==> src/sv/ptom_pkg.sv <==
// Shared types and constants of the price-time order matcher.
// Used by ptom_ctrl, ptom_dpath and price_time_order_matcher; no dependencies.
package ptom_pkg;

    localparam int SLOTS_PER_SIDE_DEF = 32;
    localparam int QTY_W    = 16;
    localparam int DOL_W    = 20;
    localparam int CEN_W    = 7;
    localparam int KEY_W    = DOL_W + CEN_W;
    localparam int ID_W     = 32;
    localparam int OWN_W    = 16;
    localparam int ARR_W    = 32;
    // The order kind travels in tuser, so the input word holds the side and the rest.
    localparam int IN_W     = 1 + QTY_W + DOL_W + CEN_W + ID_W + OWN_W;
    localparam int IN_BYTES = (IN_W + 7) / 8;
    localparam int OUT_W    = OWN_W + ID_W + QTY_W + DOL_W + CEN_W + 1 + 2 + 1;
    localparam int OUT_BYTES = (OUT_W + 7) / 8;

    localparam logic SIDE_BUY  = 1'b0;
    localparam logic KIND_LIMIT = 1'b0;

    localparam logic [1:0] ST_NONE    = 2'd0;
    localparam logic [1:0] ST_PARTIAL = 2'd1;
    localparam logic [1:0] ST_FULL    = 2'd2;

    // Commands from the controller to the datapath.
    typedef struct packed {
        logic load;        // capture the incoming order
        logic scan_clear;  // reset best-candidate tracking
        logic scan_step;   // examine one slot at the scan index
        logic fill;        // apply the fill of the best slot
        logic rest;        // place the remainder in the free slot
        logic emit_fill;   // load the output register with a fill report
        logic emit_close;  // load the output register with the closing report
    } ptom_cmd_t;

    // Status from the datapath to the controller.
    typedef struct packed {
        logic scan_done;   // last slot has been examined
        logic found;       // a matching resting order was found
        logic rem_zero;    // incoming order fully satisfied
        logic can_rest;    // remainder of a limit order should rest
    } ptom_stat_t;

endpackage

==> src/sv/ptom_ctrl.sv <==
// Controller state machine of the order matcher.
// Depends on ptom_pkg; drives ptom_dpath through command and status structs.
module ptom_ctrl (
    input  logic                aclk,
    input  logic                aresetn,
    input  logic                in_fire,
    input  logic                out_busy,
    input  ptom_pkg::ptom_stat_t stat,
    output ptom_pkg::ptom_cmd_t  cmd,
    output logic                idle
);

    typedef enum logic [5:0] {
        S_IDLE  = 6'b000001,
        S_SCAN  = 6'b000010,
        S_DEC   = 6'b000100,
        S_FILL  = 6'b001000,
        S_CLOSE = 6'b010000,
        S_WAIT  = 6'b100000
    } state_t;

    state_t state_reg, state_next;

    always_comb begin
        state_next = state_reg;
        cmd        = '0;
        case (state_reg)
            S_IDLE: begin
                if (in_fire) begin
                    cmd.load       = 1'b1;
                    cmd.scan_clear = 1'b1;
                    state_next     = S_SCAN;
                end
            end
            S_SCAN: begin
                cmd.scan_step = 1'b1;
                if (stat.scan_done) begin
                    state_next = S_DEC;
                end
            end
            S_DEC: begin
                if (!stat.found || stat.rem_zero) begin
                    state_next = S_CLOSE;
                end else if (!out_busy) begin
                    state_next = S_FILL;
                end
            end
            S_FILL: begin
                cmd.fill       = 1'b1;
                cmd.emit_fill  = 1'b1;
                cmd.scan_clear = 1'b1;
                state_next     = S_SCAN;
            end
            S_CLOSE: begin
                if (!out_busy) begin
                    cmd.emit_close = 1'b1;
                    cmd.rest       = stat.can_rest;
                    state_next     = S_WAIT;
                end
            end
            S_WAIT: begin
                if (!out_busy) begin
                    state_next = S_IDLE;
                end
            end
            default: state_next = S_IDLE;
        endcase
    end

    always_ff @(posedge aclk) begin
        if (!aresetn) begin
            state_reg <= S_IDLE;
        end else begin
            state_reg <= state_next;
        end
    end

    assign idle = (state_reg == S_IDLE);

    a_fill_needs_room: assert property (@(posedge aclk) disable iff (!aresetn)
        cmd.fill |-> !out_busy)
        else $error("fill issued while output register full");
    a_load_from_idle: assert property (@(posedge aclk) disable iff (!aresetn)
        cmd.load |-> $past(state_next == S_IDLE) || state_reg == S_IDLE)
        else $error("load outside idle");
    a_close_to_wait: assert property (@(posedge aclk) disable iff (!aresetn)
        cmd.emit_close |=> state_reg == S_WAIT)
        else $error("closing report not followed by wait");

endmodule

==> config.mk <==
export PLATFORM = sky130hd
export DESIGN_NAME = ptom_ctrl
export DESIGN_NICKNAME = d
export VERILOG_FILES = /design/src/sv/ptom_pkg.sv /design/src/sv/ptom_ctrl.sv
export SDC_FILE = /design/constraint.sdc
export NUM_CORES = 1
export LEC_CHECK = 0
export BUFFER_PORTS_ARGS = -buffer_cell sky130_fd_sc_hd__buf_4
export CORE_AREA = 4 4 41 43
export CTS_CLUSTER_DIAMETER = 30
export DETAILED_ROUTE_END_ITERATION = 10
export DIE_AREA = 0 0 45 47
export GPL_TIMING_DRIVEN = 0
export SETUP_SLACK_MARGIN = 0.02
export SLEW_MARGIN = 20
export SYNTH_ARGS = -nofsm -noshare
export SYNTH_HDL_FRONTEND = slang
export SYNTH_SLANG_ARGS = --single-unit
==> constraint.sdc <==
create_clock -name aclk -period 1.6 [get_ports aclk]
set_input_delay 0.08 -clock aclk [delete_from_list [all_inputs] [get_ports aclk]]
set_output_delay 0.08 -clock aclk [all_outputs]
set_load 0.05 [all_outputs]
# Yosys cells after proc, flatten, opt, wreduce, memory -nomap -nowiden

Cells that the tools add are included.

Output and inout port bits: 8
Register bits after elaboration: 6
Input bits: 8
Logic and storage cells: 31

Reduce and logical (&&, ||, !) cells: 3
Eq/ne operators: 11
Multiplexer cells: 16

Operator list:

| operator                                                        | count |
|---|---|
| 6-bit two-way mux                                               | 6 |
| 6-bit one-hot mux with 6 select lines                           | 1 |
| 2-bit inequality test, second input constant                    | 4 |
| 1-bit two-way mux                                               | 7 |
| 6-bit by 1-bit == test with 1-bit output, second input constant | 1 |
| 6-bit by 2-bit == test with 1-bit output, second input constant | 1 |
| 6-bit by 3-bit == test with 1-bit output, second input constant | 1 |
| 6-bit by 4-bit == test with 1-bit output, second input constant | 1 |
| 6-bit by 5-bit == test with 1-bit output, second input constant | 1 |
| 6-bit == test, second input constant                            | 1 |
| 5-bit AND reduction                                             | 1 |
| 3-bit inequality test, second input constant                    | 1 |
| 2-bit two-way mux                                               | 1 |
| 1-bit one-hot mux with 2 select lines                           | 1 |
| 1-bit logical NOT                                               | 1 |
| 1-bit logical OR                                                | 1 |

# Logic depth before layout (Yosys ltp)

Gate-level depths: netlist (run 1).

Word-level depth: 4
Depth in mapped cells: 5
Depth with buffers taken out: 4

# Worst setup path after synthesis (run 1)

OpenSTA, ideal clock, no wires.

Kind: flip-flop to flip-flop
From: register state_reg[3]
To: register state_reg[1]
Period minus slack after synthesis: 2.605 ns
Required time: 1.535 ns
Path buffers: 1
Arrival time: 2.540 ns
Setup time: 0.065 ns
Stages on the path, launching flop included: 6
Slack: -1.005 ns
Cell sequence: dfxtp_1 -> buf_6 -> nor2b_1 -> mux2i_1 -> nor4b_1 -> o21a_1

Longest elaborated chain between the ends: 3
Elaborated cells between the ends (all ways): 13
Those cells by class: 11 x eq/ne; 1 x mux; 1 x reduce/logical

Ends and longest elaborated chain:

| what                                                                                   | RTL line        | text |
|---|---|---|
| start, declared                                                                        | ptom_ctrl.sv:22 | `state_t state_reg, state_next;` |
| start signal, assigned                                                                 | ptom_ctrl.sv:74 | `state_reg <= state_next;` |
| 6-bit by 3-bit == test with 1-bit output, or another cell as far along                 | ptom_ctrl.sv:27 | `case (state_reg)` |
| 3-bit inequality test (no source line) / 2-bit inequality test (equally long branches) | n/a             |  |
| 5-bit AND reduction (no source line)                                                   | n/a             |  |

Parallel ways exist; a longest one is shown, timed or not.
A chain may end at the register's enable or synchronous reset.

# Worst setup path after layout (run 1)

From: register state_reg[2]
To: register state_reg[0]

The elaborated chain is that of the path after synthesis.

==> results of run 1 <==
[metrics by stage]
stage	setup slack [ps]	cell area (um2)
floorplan	-200	489
finish	-151	698
global route	-191	698
global placement	-246	621
detailed placement	-251	621
CTS	-152	688
[where the power goes]
part           internal, mW  switching (mW)  total (mW)  leakage (nW)
clock                0.0847          0.0520       0.137        0.0138
combinational        0.0863          0.0966       0.183         0.261
sequential            0.153          0.0147       0.168        0.0510
total                 0.324           0.163       0.488         0.326
[routing by layer]
layer | part of all wire | up-vias | wire (um) | global-route usage
li1 | - | 241 | - | -
met1 | 0.46 | 208 | 501 | 0.147
met2 | 0.48 | 9 | 522 | 0.220
met3 | 0.049 | 2 | 53 | 0.0115
met4 | 0.011 | 0 | 12 | 0.0526
met5 | 0 | - | 0 | 0
[synthesized netlist by cell type, drive strengths merged]
cell type / n
a2111oi: 1
a21o: 1
a22o: 1
and2: 2
and4: 1
and4b: 2
buf: 2
clkbuf: 1
dfxtp: 6
inv: 1
mux2i: 1
nand2: 6
nand2b: 3
nand4: 2
nand4b: 1
nor2: 5
nor2b: 3
nor3: 2
nor3b: 2
nor4: 1
nor4b: 1
o21a: 1
o21ai: 1
o21bai: 1
o22ai: 1
or3: 2
or4: 1
xor2: 2
[cells by family (layout without fill, tap and decap cells)]
group,Yosys count,count (layout),synth area share
and+or+nand+nor,34,34,0.479
AOI/OAI and AO/OA,7,7,0.130
DFF,6,6,0.270
buffers and inverters,4,24,0.0591
xor gates and xnor gates,2,2,0.0394
muxes,1,1,0.0225
[worst paths after layout]
kind | startpoint | to | cells past startpoint
setup / recovery | state_reg[2] | state_reg[0] | 4
hold / removal | out_busy | state_reg[3] | 2
setup reg to reg | state_reg[2] | state_reg[0] | 4
hold reg to reg | state_reg[5] | state_reg[5] | 3
[worst register-to-register path: stages, from the launching register on]
cell and delay, ps:
dfxtp_2 350, or4_4 560, or3_4 400, and4_4 190
a21o_1 150
[layout make-up]
cell class | instances | area (um2) | area share
repair buffers | 18 | 154 | 0.220
well taps | 15 | 18.8 | 0.0269
plain buffers | 2 | 21.3 | 0.0305
clock buffers | 3 | 22.5 | 0.0323
inverters | 1 | 3.75 | 0.00538
multi-input cells | 44 | 349 | 0.500
flip-flops and latches | 6 | 129 | 0.185
[repair_timing]
action / in CTS / in global routing
buffers inserted: 3 / 0
resized for setup: 10 / 3
endpoints found under the setup margin: 11 / 10
pin swaps: 4 / 0
==> flow_summary.toml, run 1 <==
[status]
status = "finished, violations left"
violations = "negative setup slack"

[setup_path]
crit_path_start_kind = "register"
cpPeakStageDelay_ps = 560
cp_cell_sequence = "or4_4, or3_4, and4_4, a21o_1"
crit_buf_inv = 0
crit_type = "reg2reg"
reg2reg_setup_slack_ps = -150
critPathArrivalTime_ps = 1880
cp_top_family = "simple AND/OR/NAND/NOR gates"
cp_max_fo = 7
slowest_stage = "or4_4"
worstPathRequired_ps = 1730
end_kind = "register"

[detailed_routing]
finalWirelength_um = 1090
via_per_inst = 5.17
drc = 0
dr.pass1.iters = 3
drtIter0Drc = 4
vias = 460
routedWlPerCell_um = 12.2
drtAntennaViolNets = 0

[final_layout]
insertedDiodeCount = 0
drive_above_1_share = 0.514
nFillCells = 125
final_core_util = 0.537
final_cell_mix = "16 x buf_4, 6 x nand2_1"
areaGrowthSynthToFinish_pct = 57.2
mostFrequentLayoutCell = "buf_4"
largest_register_ffs = 6
finalNonFillerCells = 89
nets = 84

[clock_tree]
cts_tree = "built"
clock-sinks = 6
numCtsBuffers = 3
clk_pin_slew_ps = 50
postCtsHoldBufs = 0
clock_latency_ps = 240
cts_buffer_depth = 2
h-tree-depth = 1
root_buffer = "clkbuf_4"

[logic_synthesis]
synth.area.top_cells = "dfxtp_1 27%, nand2_1 5.1%, and4b_1 4.5%"
synth_top_area_frac = 0.270
synthDistinctLibCells = 30
yosys_warnings = 0
syn_nets = 62
yosysSeqAreaShare = 0.270
syn-instance-count = 54
ys_ff_latch = 6
synth_area_per_cell_um2 = 8.23
yosys.area.top_type = "dfxtp_1"
syn_area_um2 = 444

[power]
vdd_drop_max_mv = 0.405
power.density_nw_per_um2 = 698
total_power_mw = 0.488
cellLeakagePower_nw = 0.326

[timing]
worst_slack_ps = -151
hold_viol_final = 0
max_slew_margin = 0.748
finalClockSkew_ps = 3.36
fin_hold_ws_ps = 25.6
final_max_slew_viol_count = 0
fin_tns_setup_ps = -436
fmax_mhz = 571
finalCritPeriodShare = 1.09
post-route-min-period_ps = 1750
setup_viol = 5
worstMarginPinSlew_ps = 368
grt_setup_unrepaired = "yes"

[global_routing]
grt_pass1_wl_um = 1880
grt_pass1_vias = 442
grt_use_total = 0.122
grt_start_max_net_pins = 10
grt_antenna_before_repair = 0
grt_overflow_total = 0

[floorplan]
die-area_um2 = 2120
core_area_um2 = 1300
ioPinCount = 16
start_util = 0.341
die_y_um = 47
rows = 13
die_w_um = 45

[hold_path]
hp-class = "in2reg"

[place]
place_inst = 84
gp_congestion = 0.732
port_buffers = 15
hpwlAfterDp_um = 849

[job]
max-cap-violations = 0
(Power assumes the default switching activity.)
==> run 2, diff against run 1 <==
==> constraint.sdc (replaced) <==
create_clock -name aclk -period 1.6 [get_ports aclk]
set_input_delay 0.48 -clock aclk [delete_from_list [all_inputs] [get_ports aclk]]
set_output_delay 0.48 -clock aclk [all_outputs]
set_load 0.05 [all_outputs]
==> run 2 against run 1 <==
The run still ends with negative setup slack left. Critical path type is now reg2out. Global-route usage up 0.77 points. Clock power up 4%. Critical endpoint is now cmd[6]. Sequential power about the same. Count of clock-buffer cells in the layout unchanged.
==> flow_summary.toml, run 2 (synthesized netlist as in run 1, its figures left out) <==
[place]
port_buffers = 15
gp_congestion = 0.740
placed_area_um2 = 609
hpwlAfterDp_um = 827
pre_cts_ws_ps = -273

[timing]
grt_setup_unrepaired = "yes"
worst_slack_ps = -447
post-route-min-period_ps = 2050
hold_viol_final = 0
final_max_slew_viol_count = 0
setup_viol = 13
fmax_mhz = 488
max_slew_margin = 0.773
finalCritPeriodShare = 1.28
finalClockSkew_ps = 3.45
worstMarginPinSlew_ps = 333

[setup_path]
end_kind = "output pin"
crit_path_start_kind = "register"
crit_type = "reg2out"
cpPeakStageDelay_ps = 580
cp_top_family = "simple AND/OR/NAND/NOR gates"
slowest_stage = "or4_4"
cp_max_fo = 4
crit_buf_inv = 1
cp_cell_sequence = "or4_4, nor2_4, and2_4, buf_8"
critPathArrivalTime_ps = 1570
worstPathRequired_ps = 1120

[global_routing]
grt_start_max_net_pins = 11
grt_antenna_before_repair = 0
grt_pass1_wl_um = 1860
grt_pass1_vias = 434
grt_overflow_total = 0
grt_use_total = 0.130

[clock_tree]
clock_latency_ps = 250
clk_pin_slew_ps = 50
cts_buffer_depth = 2
h-tree-depth = 1
numCtsBuffers = 3
postCtsHoldBufs = 0
root_buffer = "clkbuf_4"
clock-sinks = 6
cts_tree = "built"

[power]
switching_share = 0.337
vdd_drop_max_mv = 0.505
cellLeakagePower_nw = 0.363
power.internal_mw = 0.343
power.density_nw_per_um2 = 665
netSwitchingPower_mw = 0.174
power_frac_clock = 0.276
p_seq_frac = 0.328
power_frac_comb = 0.396

[final_layout]
areaGrowthSynthToFinish_pct = 75.2
mostFrequentLayoutCell = "buf_4"
drive_above_1_share = 0.595
insertedDiodeCount = 0
finalInstanceArea_um2 = 778
largest_register_ffs = 6
final_cell_mix = "14 x buf_4, 6 x nand2_1, 6 x buf_8"
nets = 89

[status]
status = "finished, violations left"
violations = "negative setup slack"

[detailed_routing]
via_per_inst = 5.26
finalWirelength_um = 1200
drc = 0
routedWlPerCell_um = 12.8
drtIter0Drc = 9
dr.pass1.iters = 4
drtAntennaViolNets = 0
vias = 494

[floorplan]
ioPinCount = 16
rows = 13
die_w_um = 45
start_util = 0.341
die-area_um2 = 2120
die_y_um = 47
core_area_um2 = 1300

[hold_path]
hp-class = "in2reg"

[job]
max-cap-violations = 0
run 2: final timing paths:
kind,from,slack [ps],cells past startpoint,endpoint
worst max register to register,state_reg[2],-190,4,state_reg[0]
worst min register to register,state_reg[5],530,2,state_reg[5]
worst min-delay path,out_busy,420,2,state_reg[3]
worst max-delay path,state_reg[2],-450,4,cmd[6]
run 2: layout make-up:
class                      count  area (um2)
buffer                         1        11.3
clock buffer                   3        22.5
fill                         119         523
inverter                       1        3.75
multi-input combinational     44         349
sequential                     6         133
tap                           15        18.8
timing repair buffer          24         240
run 2: power groups by stage:
stage / sequential (mW) / combinational (mW) / clock (mW)
6_report: 0.169 / 0.205 / 0.143
5_1_grt: 0.171 / 0.217 / 0.158
4_1_cts: 0.166 / 0.192 / 0.144
3_5_place_dp: 0.171 / 0.164 / 0
3_3_place_gp: 0.171 / 0.164 / 0
2_1_floorplan: 0.168 / 0.120 / 0
run 2: what timing repair did:
action | CTS | global route
gates cloned | 0 | 0
setup endpoints to repair | 14 | 13
gates resized for setup | 21 | 8
hold endpoints to repair | 0 | 0
setup buffers | 5 | 4
pin swaps | 6 | 6
run 2: layer usage:
| layer | GRT usage | share of wire | vias to the layer above |
|---|---|---|---|
| li1 | - | - | 252 |
| met1 | 0.148 | 0.45 | 225 |
| met2 | 0.203 | 0.49 | 13 |
| met3 | 0.0230 | 0.033 | 4 |
| met4 | 0.123 | 0.026 | 0 |
| met5 | 0 | 0 | - |
run 2: per-stage QoR:
| step | utilization | hold WS (ps) | setup TNS, ps | std cells | power, mW |
|---|---|---|---|---|---|
| 6_report | 0.598 | 423 | -2960 | 94 | 0.517 |
| 5_1_grt | 0.598 | 418 | -3560 | 94 | 0.546 |
| 4_1_cts | 0.552 | 416 | -3080 | 90 | 0.503 |
| 3_5_place_dp | 0.468 | 543 | -1910 | 84 | 0.335 |
| 3_3_place_gp | 0.468 | 533 | -1810 | 84 | 0.335 |
| 2_1_floorplan | - | 496 | -1650 | 54 | 0.288 |
